===== config.mk =====
export PLATFORM = sky130hd
export DESIGN_NAME = rgb_pixel_color_planes
export DESIGN_NICKNAME = d
export VERILOG_FILES = /design/src/rtl/rpcp_pkg.sv /design/src/rtl/rgb_pixel_color_planes.sv /design/src/rtl/rpcp_front.sv /design/src/rtl/rpcp_isqrt.sv
export SDC_FILE = /design/constraint.sdc
export NUM_CORES = 2
export LEC_CHECK = 0
export BUFFER_PORTS_ARGS = -buffer_cell sky130_fd_sc_hd__buf_2
export CAP_MARGIN = 40
export CORE_MARGIN = 2
export CORE_UTILIZATION = 50
export DETAILED_ROUTE_END_ITERATION = 12
export PLACE_DENSITY = 0.64
export SETUP_SLACK_MARGIN = 0.2
export SLEW_MARGIN = 15
export SYNTH_ARGS = -nofsm -noshare
export SYNTH_HDL_FRONTEND = slang
export SYNTH_SLANG_ARGS = --single-unit

===== constraint.sdc =====
create_clock -name clk -period 7.1 [get_ports clk]
set_input_delay 1.065 -clock clk [delete_from_list [all_inputs] [get_ports clk]]
set_output_delay 1.065 -clock clk [all_outputs]
set_load 0.01 [all_outputs]

===== src/rtl/rpcp_pkg.sv =====
package rpcp_pkg;

  localparam int unsigned CoordBits = 12;
  localparam logic [11:0] CoordMask = 12'((64'd1 << CoordBits) - 64'd1);

  localparam logic [23:0] WRed   = 24'd19595;
  localparam logic [23:0] WGreen = 24'd38470;
  localparam logic [23:0] WBlue  = 24'd7471;

  // floor(s / 3) == (s * 174763) >> 19 for every s below 2^19
  localparam logic [35:0] Div3Mul   = 36'd174763;
  localparam int unsigned Div3Shift = 19;

  localparam logic signed [25:0] KChromaU     = 26'sd36962;
  localparam logic signed [25:0] KChromaV     = 26'sd46727;
  localparam logic signed [25:0] ChromaOffset = 26'sd8388608;

  localparam logic [9:0] ClampLo = 10'd16;
  localparam logic [9:0] ClampHi = 10'd235;

  localparam int unsigned IsqrtStages = 4;

  typedef enum logic {
    REG_IMAGE_WIDTH = 1'b0,
    REG_BORDER_SIZE = 1'b1
  } reg_index_t;

  typedef struct packed {
    logic [7:0] yellow;
    logic [7:0] luma;
    logic [7:0] chroma_u;
    logic [7:0] chroma_v;
    logic       in_core;
  } side_t;

  typedef struct packed {
    logic [16:0] rem;
    logic [7:0]  root;
  } sq_t;

  function automatic logic [7:0] clamp_studio(input logic [9:0] v);
    logic [7:0] res;
    if (v < ClampLo) begin
      res = ClampLo[7:0];
    end else if (v > ClampHi) begin
      res = ClampHi[7:0];
    end else begin
      res = v[7:0];
    end
    return res;
  endfunction

  function automatic logic [7:0] clamp_chroma(input logic signed [25:0] t);
    logic [7:0] res;
    if (t < 0) begin
      res = ClampLo[7:0];
    end else begin
      res = clamp_studio(t[25:16]);
    end
    return res;
  endfunction

  // one digit of the restoring square root: try bit pos of the root
  function automatic sq_t sq_step(input logic [16:0] rem, input logic [7:0] root,
                                  input int unsigned pos);
    logic [16:0] trial;
    sq_t         res;
    trial = (17'(root) << (pos + 1)) + (17'd1 << (2 * pos));
    if (rem >= trial) begin
      res.rem  = rem - trial;
      res.root = root | (8'd1 << pos);
    end else begin
      res.rem  = rem;
      res.root = root;
    end
    return res;
  endfunction

endpackage


===== src/rtl/rgb_pixel_color_planes.sv =====
// RGB pixel color planes.
// Input channel (in_valid / in_stall): one RGB pixel with its column and row
// in the border-extended image per transfer.
// Output channel (out_valid / out_stall): one result per pixel, in order:
// yellow, intensity (isqrt of mean square), clamped luma, clamped chroma U/V
// and the core-region flag.
// Configuration: cfg_we writes cfg_data into image_width (index 0) or
// border_size (index 1); write only while no pixel is in flight.
// The pipeline has five arithmetic stages (products, sums, divide by
// three, chroma products, clamps) followed by four square root stages that
// each resolve two root bits.
// Throughput is one pixel per cycle while out_stall is low; each stage moves when the stage ahead
// is empty or moving.
// Reset (synchronous, rst_n low) empties the pipeline and loads
// image_width = 256, border_size = 7.
// While out_stall is high the result holds; stages behind it keep filling
// bubbles and in_stall rises once every stage holds a pixel.
module rgb_pixel_color_planes (
  input  logic                     clk,
  input  logic                     rst_n,
  input  logic                     cfg_we,
  input  rpcp_pkg::reg_index_t     cfg_index,
  input  logic [12:0]              cfg_data,
  input  logic                     in_valid,
  output logic                     in_stall,
  input  logic [7:0]               in_red,
  input  logic [7:0]               in_green,
  input  logic [7:0]               in_blue,
  input  logic [11:0]              in_column,
  input  logic [11:0]              in_row,
  output logic                     out_valid,
  input  logic                     out_stall,
  output logic [7:0]               out_yellow,
  output logic [7:0]               out_intensity,
  output logic [7:0]               out_luma,
  output logic [7:0]               out_chroma_u,
  output logic [7:0]               out_chroma_v,
  output logic                     out_in_core
);
  import rpcp_pkg::*;

  logic [12:0] image_width_r;
  logic [5:0]  border_size_r;

  logic        mid_valid, mid_stall;
  logic [15:0] mid_quot;
  side_t       mid_side;
  side_t       res_side;

  always_ff @(posedge clk) begin
    if (!rst_n) begin
      image_width_r <= 13'd256;
      border_size_r <= 6'd7;
    end else if (cfg_we) begin
      unique case (cfg_index)
        REG_IMAGE_WIDTH: image_width_r <= cfg_data;
        REG_BORDER_SIZE: border_size_r <= cfg_data[5:0];
        default: ;
      endcase
    end
  end

  rpcp_front u_front (
    .clk        (clk),
    .rst_n      (rst_n),
    .in_valid   (in_valid),
    .in_stall   (in_stall),
    .in_red     (in_red),
    .in_green   (in_green),
    .in_blue    (in_blue),
    .in_column  (in_column),
    .in_row     (in_row),
    .image_width(image_width_r),
    .border_size(border_size_r),
    .out_valid  (mid_valid),
    .out_stall  (mid_stall),
    .out_quot   (mid_quot),
    .out_side   (mid_side)
  );

  rpcp_isqrt u_isqrt (
    .clk      (clk),
    .rst_n    (rst_n),
    .in_valid (mid_valid),
    .in_stall (mid_stall),
    .in_quot  (mid_quot),
    .in_side  (mid_side),
    .out_valid(out_valid),
    .out_stall(out_stall),
    .out_root (out_intensity),
    .out_side (res_side)
  );

  assign out_yellow   = res_side.yellow;
  assign out_luma     = res_side.luma;
  assign out_chroma_u = res_side.chroma_u;
  assign out_chroma_v = res_side.chroma_v;
  assign out_in_core  = res_side.in_core;

endmodule


===== src/rtl/rpcp_front.sv =====
module rpcp_front (
  input  logic               clk,
  input  logic               rst_n,
  input  logic               in_valid,
  output logic               in_stall,
  input  logic [7:0]         in_red,
  input  logic [7:0]         in_green,
  input  logic [7:0]         in_blue,
  input  logic [11:0]        in_column,
  input  logic [11:0]        in_row,
  input  logic [12:0]        image_width,
  input  logic [5:0]         border_size,
  output logic               out_valid,
  input  logic               out_stall,
  output logic [15:0]        out_quot,
  output rpcp_pkg::side_t    out_side
);
  import rpcp_pkg::*;

  logic va_r, vb_r, vc_r, vd_r, ve_r;
  logic sa, sb, sc, sd, se;

  // stage A: products
  logic [7:0]  r_a_r, b_a_r, yel_a_r;
  logic [15:0] sqr_a_r, sqg_a_r, sqb_a_r;
  logic [23:0] lr_a_r, lg_a_r, lb_a_r;
  logic        core_a_r;
  // stage B: sums, luma
  logic [7:0]  r_b_r, b_b_r, yel_b_r, luma_b_r;
  logic [17:0] sumsq_b_r;
  logic        core_b_r;
  // stage C: divide-by-three product, chroma differences
  logic [35:0]       prod3_c_r;
  logic signed [8:0] du_c_r, dv_c_r;
  logic [7:0]        yel_c_r, luma_c_r;
  logic              core_c_r;
  // stage D: quotient, chroma products
  logic [15:0]        quot_d_r;
  logic signed [25:0] tu_d_r, tv_d_r;
  logic [7:0]         yel_d_r, luma_d_r;
  logic               core_d_r;
  // stage E: clamped chroma
  logic [15:0] quot_e_r;
  side_t       side_e_r;

  logic [11:0] col, row;
  logic        core_nxt;
  logic [23:0] ysum;

  assign se = ve_r & out_stall;
  assign sd = vd_r & se;
  assign sc = vc_r & sd;
  assign sb = vb_r & sc;
  assign sa = va_r & sb;
  assign in_stall = sa;

  assign col = in_column & CoordMask;
  assign row = in_row & CoordMask;
  assign core_nxt = (row >= 12'(border_size)) && (col >= 12'(border_size)) &&
                    ((14'(col) + 14'(border_size)) < 14'(image_width));

  assign ysum = lr_a_r + lg_a_r + lb_a_r;

  always_ff @(posedge clk) begin
    if (!rst_n) begin
      va_r <= 1'b0;
      vb_r <= 1'b0;
      vc_r <= 1'b0;
      vd_r <= 1'b0;
      ve_r <= 1'b0;
    end else begin
      if (!sa) va_r <= in_valid;
      if (!sb) vb_r <= va_r;
      if (!sc) vc_r <= vb_r;
      if (!sd) vd_r <= vc_r;
      if (!se) ve_r <= vd_r;
    end
  end

  always_ff @(posedge clk) begin
    if (!sa) begin
      r_a_r    <= in_red;
      b_a_r    <= in_blue;
      yel_a_r  <= {1'b0, in_red[7:1]} + {1'b0, in_green[7:1]};
      sqr_a_r  <= 16'(in_red) * 16'(in_red);
      sqg_a_r  <= 16'(in_green) * 16'(in_green);
      sqb_a_r  <= 16'(in_blue) * 16'(in_blue);
      lr_a_r   <= 24'(in_red) * WRed;
      lg_a_r   <= 24'(in_green) * WGreen;
      lb_a_r   <= 24'(in_blue) * WBlue;
      core_a_r <= core_nxt;
    end
    if (!sb) begin
      r_b_r     <= r_a_r;
      b_b_r     <= b_a_r;
      yel_b_r   <= yel_a_r;
      sumsq_b_r <= 18'(sqr_a_r) + 18'(sqg_a_r) + 18'(sqb_a_r);
      luma_b_r  <= clamp_studio({2'b00, ysum[23:16]});
      core_b_r  <= core_a_r;
    end
    if (!sc) begin
      prod3_c_r <= 36'(sumsq_b_r) * Div3Mul;
      du_c_r    <= $signed({1'b0, b_b_r}) - $signed({1'b0, luma_b_r});
      dv_c_r    <= $signed({1'b0, r_b_r}) - $signed({1'b0, luma_b_r});
      yel_c_r   <= yel_b_r;
      luma_c_r  <= luma_b_r;
      core_c_r  <= core_b_r;
    end
    if (!sd) begin
      quot_d_r <= prod3_c_r[Div3Shift +: 16];
      tu_d_r   <= 26'(du_c_r) * KChromaU + ChromaOffset;
      tv_d_r   <= 26'(dv_c_r) * KChromaV + ChromaOffset;
      yel_d_r  <= yel_c_r;
      luma_d_r <= luma_c_r;
      core_d_r <= core_c_r;
    end
    if (!se) begin
      quot_e_r          <= quot_d_r;
      side_e_r.yellow   <= yel_d_r;
      side_e_r.luma     <= luma_d_r;
      side_e_r.chroma_u <= clamp_chroma(tu_d_r);
      side_e_r.chroma_v <= clamp_chroma(tv_d_r);
      side_e_r.in_core  <= core_d_r;
    end
  end

  assign out_valid = ve_r;
  assign out_quot  = quot_e_r;
  assign out_side  = side_e_r;

endmodule


===== src/rtl/rpcp_isqrt.sv =====
module rpcp_isqrt (
  input  logic            clk,
  input  logic            rst_n,
  input  logic            in_valid,
  output logic            in_stall,
  input  logic [15:0]     in_quot,
  input  rpcp_pkg::side_t in_side,
  output logic            out_valid,
  input  logic            out_stall,
  output logic [7:0]      out_root,
  output rpcp_pkg::side_t out_side
);
  import rpcp_pkg::*;

  // two root bits per stage, most significant first
  logic        v_r    [IsqrtStages];
  logic [16:0] rem_r  [IsqrtStages];
  logic [7:0]  root_r [IsqrtStages];
  side_t       side_r [IsqrtStages];

  logic        src_v    [IsqrtStages];
  logic [16:0] src_rem  [IsqrtStages];
  logic [7:0]  src_root [IsqrtStages];
  side_t       src_side [IsqrtStages];
  sq_t         mid      [IsqrtStages];
  sq_t         fin      [IsqrtStages];
  logic        st       [IsqrtStages];

  always_comb begin
    src_v[0]    = in_valid;
    src_rem[0]  = {1'b0, in_quot};
    src_root[0] = '0;
    src_side[0] = in_side;
    for (int s = 1; s < IsqrtStages; s++) begin
      src_v[s]    = v_r[s-1];
      src_rem[s]  = rem_r[s-1];
      src_root[s] = root_r[s-1];
      src_side[s] = side_r[s-1];
    end
    for (int s = 0; s < IsqrtStages; s++) begin
      mid[s] = sq_step(src_rem[s], src_root[s], 32'(7 - 2 * s));
      fin[s] = sq_step(mid[s].rem, mid[s].root, 32'(6 - 2 * s));
    end
    st[IsqrtStages-1] = v_r[IsqrtStages-1] & out_stall;
    for (int s = IsqrtStages - 2; s >= 0; s--) begin
      st[s] = v_r[s] & st[s+1];
    end
  end

  always_ff @(posedge clk) begin
    if (!rst_n) begin
      for (int s = 0; s < IsqrtStages; s++) v_r[s] <= 1'b0;
    end else begin
      for (int s = 0; s < IsqrtStages; s++) begin
        if (!st[s]) v_r[s] <= src_v[s];
      end
    end
  end

  always_ff @(posedge clk) begin
    for (int s = 0; s < IsqrtStages; s++) begin
      if (!st[s]) begin
        rem_r[s]  <= fin[s].rem;
        root_r[s] <= fin[s].root;
        side_r[s] <= src_side[s];
      end
    end
  end

  assign in_stall  = st[0];
  assign out_valid = v_r[IsqrtStages-1];
  assign out_root  = root_r[IsqrtStages-1];
  assign out_side  = side_r[IsqrtStages-1];

endmodule

Yosys cells after proc, flatten, opt, wreduce, memory -nomap -nowiden
Memories as Yosys holds them, arrays and structs flattened.
Cells that the tools add are included.
{ "op_classes": {"addsub": 25, "multipliers": 9, "magnitude_cmp": 19, "mux": 28, "n_bitwise": 14, "reduce_logical": 9} }
{ "ops": {"columns": ["operator", "n"], "rows": [
  ["2-to-1 mux 25 bit", 8],
  [">= comparator 17 bit", 7],
  ["subtractor 17 bit", 7],
  ["adder 26 x 25 -> 26 bit (second input constant)", 2],
  ["less-than comparator 26 x 1 -> 1 bit (second input constant)", 2],
  ["multiplier 8 x 8 -> 16 bit", 3],
  ["multiplier 8 x 15 -> 23 bit (second input constant)", 2],
  ["multiplier 18 x 18 -> 35 bit (second input constant)", 1],
  ["multiplier 9 x 17 -> 26 bit (second input constant)", 1],
  ["multiplier 9 x 16 -> 25 bit (second input constant)", 1],
  ["adder 23 x 24 -> 24 bit", 1],
  ["adder 24 x 21 -> 24 bit", 1],
  [">= comparator 12 x 6 -> 1 bit", 2],
  ["2-to-1 mux 8 bit", 3],
  ["multiplier 8 x 13 -> 21 bit (second input constant)", 1],
  ["> comparator 10 x 8 -> 1 bit (second input constant)", 2],
  ["less-than comparator 10 x 5 -> 1 bit (second input constant)", 2],
  ["adder 18 x 16 -> 18 bit", 1],
  ["subtractor 8 x 8 -> 9 bit", 2],
  ["adder 16 x 16 -> 17 bit", 1],
  ["2-to-1 mux 1 bit", 17],
  ["subtractor 16 x 15 -> 17 bit (second input constant)", 1],
  ["adder 15 x 13 -> 16 bit (second input constant)", 1],
  [">= comparator 16 x 15 -> 1 bit (second input constant)", 1],
  ["18 further kinds", 34]
]} }
{ "word_totals": {"register_bits": 419, "mem_bits_rw": 236, "output_inout_bits": 43, "mem_count": 4} }
{ "mem_list": {"columns": ["name", "words", "word_bits", "rd", "rd_clocked_by_memory_dff", "write_ports", "line_no", "text"], "rows": [
  ["u_isqrt.side_r", 4, 33, 4, 0, 4, "rpcp_isqrt.sv:19", "side_t side_r [IsqrtStages];"],
  ["u_isqrt.rem_r", 4, 17, 3, 0, 4, "rpcp_isqrt.sv:17", "logic [16:0] rem_r [IsqrtStages];"],
  ["u_isqrt.root_r", 4, 8, 4, 0, 4, "rpcp_isqrt.sv:18", "logic [7:0] root_r [IsqrtStages];"],
  ["u_isqrt.v_r", 4, 1, 4, 0, 4, "rpcp_isqrt.sv:16", "logic v_r [IsqrtStages];"]
]} }

Longest topological paths before layout
An unclocked memory read counts as a cell.
{ "logic_depth": {"depth_word": 10, "depth_mapped": 24, "depth_no_buf": 24} }

Modules after synthesis
A second synthesis with hierarchy kept.
{ "unflattened": {"cells_unflattened": 3679, "hier_area_um2": 43738.2} }
{ "by_module_without_submodules": {"columns": ["module", "instances", "cells_each", "area_per_inst_um2", "seq_area_each_um2"], "rows": [
  ["rpcp_front", 1, 2948, 33802.4, 10189.8],
  ["rpcp_isqrt", 1, 650, 9165.0, 6185.9],
  ["rgb_pixel_color_planes", 1, 81, 770.7, 380.4]
]} }

Least setup slack after synthesis
OpenSTA, ideal clock, no wires.
{ "synth_timing": {"path_kind": "input-to-output", "start": "input port out_stall", "end": "output port in_stall", "arrival_time_ps": 5793, "t_required_ps": 6035, "setup_slack_ps": 242, "stages": 6, "cell_sequence": "and3_1 > and3_1 > and3_1 > and2_1 > nand3_1 > inv_1"} }
{ "synth_between": {"elab_chain_len": 9} }
{ "synth_rtl": {"columns": ["element", "line_no", "text"], "rows": [
  ["start: declaration", "rgb_pixel_color_planes.sv:32", "input logic out_stall,"],
  ["AND 1 bit", "rpcp_isqrt.sv:44", "st[IsqrtStages-1] = v_r[IsqrtStages-1] & out_stall;"],
  ["AND 1 bit (3 in series)", "rpcp_isqrt.sv:46", "st[s] = v_r[s] & st[s+1];"],
  ["AND 1 bit", "rpcp_front.sv:50", "assign se = ve_r & out_stall;"],
  ["AND 1 bit", "rpcp_front.sv:51", "assign sd = vd_r & se;"],
  ["AND 1 bit", "rpcp_front.sv:52", "assign sc = vc_r & sd;"],
  ["AND 1 bit", "rpcp_front.sv:53", "assign sb = vb_r & sc;"],
  ["AND 1 bit", "rpcp_front.sv:54", "assign sa = va_r & sb;"],
  ["end: declaration", "rgb_pixel_color_planes.sv:25", "output logic in_stall,"]
]} }
Every way passes these cells.

Final worst setup path
{ "layout_timing": {"start": "register u_front.sumsq_b_r[1]", "end": "register u_front.prod3_c_r[34], data pin"} }
{ "layout_between": {"elab_chain_len": 1} }
{ "layout_rtl": {"columns": ["element", "line_no", "text"], "rows": [
  ["start: declaration", "rpcp_front.sv:30", "logic [17:0] sumsq_b_r;"],
  ["start signal: assignment", "rpcp_front.sv:97", "sumsq_b_r <= 18'(sqr_a_r) + 18'(sqg_a_r) + 18'(sqb_a_r);"],
  ["multiplier 18 x 18 -> 35 bit", "rpcp_front.sv:102", "prod3_c_r <= 36'(sumsq_b_r) * Div3Mul;"],
  ["end signal: assignment", "rpcp_front.sv:102", null],
  ["end: declaration", "rpcp_front.sv:33", "logic [35:0] prod3_c_r;"]
]} }
Every way passes these cells.
A chain may end at the register's enable or synchronous reset.

==> flow_metrics.tcl <==
set metrics [dict create \
    run_status "finished, final reports clean" \
    hold_end "u_front.out_quot[2]$_DFFE_PN_" \
    cts_hold_buf 0 \
    cts-root-buf "clkbuf_16" \
    vias_per_cell 5.095 \
    clock-sinks 567 \
    required_ps 7470 \
    grt.overflow.total 0 \
    htreeDepth 2 \
    min-delay-start "u_front.quot_d_r[2]$_DFFE_PN_" \
    cap_viol_max_count 0 \
    rsz0062_at_grt "no" \
    gr-usage-all-layers_pct 18.68 \
    placed_area_mm2 0.04548 \
    clk_latency_ps 660 \
    cts.repair.resized 0 \
    worstHoldPathCells 0 \
    nNetsFinal 4955 \
    slew_violations 0 \
    finalHoldViolCount 0 \
    antenna_left 0 \
    fmax_ghz 0.1658 \
    antenna_found_initial 0 \
    clockBufferDepth 3 \
    period_share_pct 84.97 \
    cp-end-kind "flop" \
    die_y_um 298.6 \
    routed_wl_um 81270 \
    drive_above_1_share_pct 6.596 \
    synth_mux_area_share_pct 0.3776 \
    synth_fa_ha_area_share_pct 35.96 \
    syn-cell-area_mm2 0.04341 \
    synthesis.instances 3663 \
    fin_tns_setup_ps 0 \
    crit_arrival_ps 6410 \
    ys_types 82 \
    synth_enable_flop_cells 540 \
    route.detailed.drc 0 \
    num_rows 108 \
    slew_headroom_pct 50.09 \
    synth_area_per_cell_um2 11.85 \
    die_w_um 298.6 \
    portBuffers 109 \
    r2r_slack_ps 1070 \
    grt_max_degree 57 \
    syn-num-nets 4788 \
    n_antenna_cell 0 \
    synth-xor-area-share_pct 4.500 \
    reg2regPathDepth 18 \
    worstMarginPinSlew_ps 729.7 \
    grt_pass1_wl_um 133600 \
    postCtsSetupBuffers 0 \
    fin_crit_ps 6033 \
    io_pins 110 \
    dieArea_mm2 0.08918 \
    start_util_pct 50.27 \
    first_pass_iters 5 \
    area_delta_synth_final_pct 9.371 \
    regToRegEndpoint "u_front.prod3_c_r[34]$_DFFE_PN_" \
    drt_iter0_markers 1074 \
    stdcell_area_mm2 0.04747 \
    numCtsBuffers 61 \
    yosysSeqAreaShare_pct 38.60 \
    synth-simple-area-share_pct 6.884 \
    r2r_start "u_front.sumsq_b_r[1]$_DFFE_PN_" \
    gp_congestion 0.8739 \
    wl_per_cell_um 16.14 \
    setup_violations 0 \
    critical_path_class "flop to flop" \
    worstPathMaxFanout 7 \
    synth-compound-area-share_pct 7.633 \
    synth_top_family_by_area "adder cells" \
    start_kind "flop" \
    grt_pass1_vias 26400 \
    clk_pin_slew_ps 60 \
    hold_path_class "flop to flop" \
    yosysWarnings 0 \
    coreArea_mm2 0.08635 \
    fin_skew_ps 67.50 \
    vias 25660 \
    ys_ff_latch 567 \
    synth-async-reset-ratio_pct 0 \
    synth_ff_type "edfxtp_1" \
    cts_tree "built" \
    hpwl_um 66520 \
]
-- cell usage after synthesis (all sizes together) (7+ instances only) --
cell | count | area [um^2]
mux2i | 7 | 70.07
a31o | 7 | 61.31
ha | 742 | 9284
dfxtp | 27 | 540.5
o21ai | 86 | 430.4
a211oi | 24 | 185.2
nand2b | 28 | 175.2
nor4 | 15 | 100.1
nor2b | 35 | 219.0
o21bai | 28 | 210.2
a21o | 60 | 450.4
nand4 | 18 | 118.9
inv | 682 | 2560
nand2 | 144 | 540.5
nor2 | 170 | 645.6
a21oi | 137 | 685.7
o211ai | 8 | 60.06
nor3 | 52 | 260.3
fa | 316 | 6326
o31ai | 10 | 75.07
xor2 | 66 | 578.1
and3 | 20 | 126.4
nand3 | 48 | 240.2
clkbuf | 15 | 56.30
xnor2 | 157 | 1375
o21a | 35 | 262.8
mux2 | 8 | 93.84
or2 | 8 | 50.05
or3 | 8 | 50.05
edfxtp | 540 | 16220
a31oi | 13 | 81.33
and2 | 24 | 150.1
a21boi | 24 | 180.2
o41ai | 12 | 105.1
a2111oi | 7 | 73.82
-- final cells by class --
cell class                      instances  area, um^2
Inverter                              682        2560
Sequential cell                       567       16760
Timing Repair Buffer                  120       665.6
Clock inverter                         41       404.1
Fill cell                            7326       38870
Clock buffer                           73        1592
Tap cell                             1155        1445
Multi-Input combinational cell       2398       24050
-- cell families after synthesis --
| kind of cell | Yosys count |
|---|---|
| AO/OA/AOI/OAI | 499 |
| XOR/XNOR | 223 |
| adder cells (fa/ha/maj) | 1058 |
| buffers and inverters | 698 |
| flip-flops | 567 |
| multiplexers | 15 |
| AND/OR/NAND/NOR | 603 |
-- critical path: stages, from the launching register on --
cell and delay (ps):
edfxtp_1 520, ha_1 420, xor2_1 330, ha_1 320
inv_1 90, fa_1 420, inv_1 90, fa_1 410
fa_1 510, fa_1 500, ha_1 240, a2111oi_0 330
o21ai_0 160, o22ai_1 280, a211oi_1 190, a31oi_1 310
o211ai_1 220, o41ai_1 360, xnor2_1 110
-- routing by layer --
metal	global-route usage (%)	up-vias	wire length (um)	share of wire, %
met2	32.48	316	39800	49
met4	5.528	0	2191	2.7
met1	24.56	12290	36910	45
li1	-	12940	-	-
met5	0	-	0	0
met3	2.239	110	2361	2.9
-- placed cells by master, fill, tap and decap left out, types with 27 or more instances in the layout --
master / count
a21o_1: 60
a21oi_1: 137
buf_2: 109
clkbuf_16: 61
dfxtp_1: 27
edfxtp_1: 540
fa_1: 316
ha_1: 742
inv_1: 676
nand2_1: 140
nand2b_1: 28
nand3_1: 47
nor2_1: 169
nor2b_1: 35
nor3_1: 52
o21a_1: 35
o21ai_0: 86
o21bai_1: 28
xnor2_1: 157
xor2_1: 66
-- state kept, by name (all words and copies together), names as in the netlist, 13 cells and up --
signal,flops
u_isqrt.rem_r,51
u_front.quot_d_r,16
u_isqrt.root_r,20
u_front.sqg_a_r,15
u_isqrt.side_r,132
u_front.out_side,33
image_width_r,13
u_front.out_quot,16
u_front.lr_a_r,22
u_front.sqb_a_r,15
u_front.lb_a_r,20
u_front.sqr_a_r,15
u_front.lg_a_r,22
u_front.prod3_c_r,16
u_front.sumsq_b_r,18
-- metrics by stage --
stage               hold slack, ps  worst slack (ps)  util (%)  cells
finish                       381.6              1067     54.98   5036
global placement             400.5              1149     52.59   4918
detailed placement           404.5             998.4     52.67   4922
global route                 417.8             590.8     54.98   5036
floorplan                    400.3             242.1         -   3663
CTS                          381.9              1011     54.98   5036
-- how the worst max path moves through the flow --
| stage | from | to | slack (ps) | cells after the start |
|---|---|---|---|---|
| floorplan | out_stall | in_stall | 240 | 6 |
| global placement | u_front.sumsq_b_r[1]$_DFFE_PN_ | u_front.prod3_c_r[33]$_DFFE_PN_ | 1150 | 19 |
| detailed placement | u_front.sumsq_b_r[1]$_DFFE_PN_ | u_front.prod3_c_r[34]$_DFFE_PN_ | 1000 | 18 |
| CTS | u_front.sumsq_b_r[1]$_DFFE_PN_ | u_front.prod3_c_r[34]$_DFFE_PN_ | 1010 | 18 |
| global route | u_front.sumsq_b_r[1]$_DFFE_PN_ | u_front.prod3_c_r[34]$_DFFE_PN_ | 590 | 18 |
| finish | u_front.sumsq_b_r[1]$_DFFE_PN_ | u_front.prod3_c_r[34]$_DFFE_PN_ | 1070 | 18 |
Power is not shown: default switching activity piles up to over one toggle a cycle in this logic, so the estimate is an artifact.
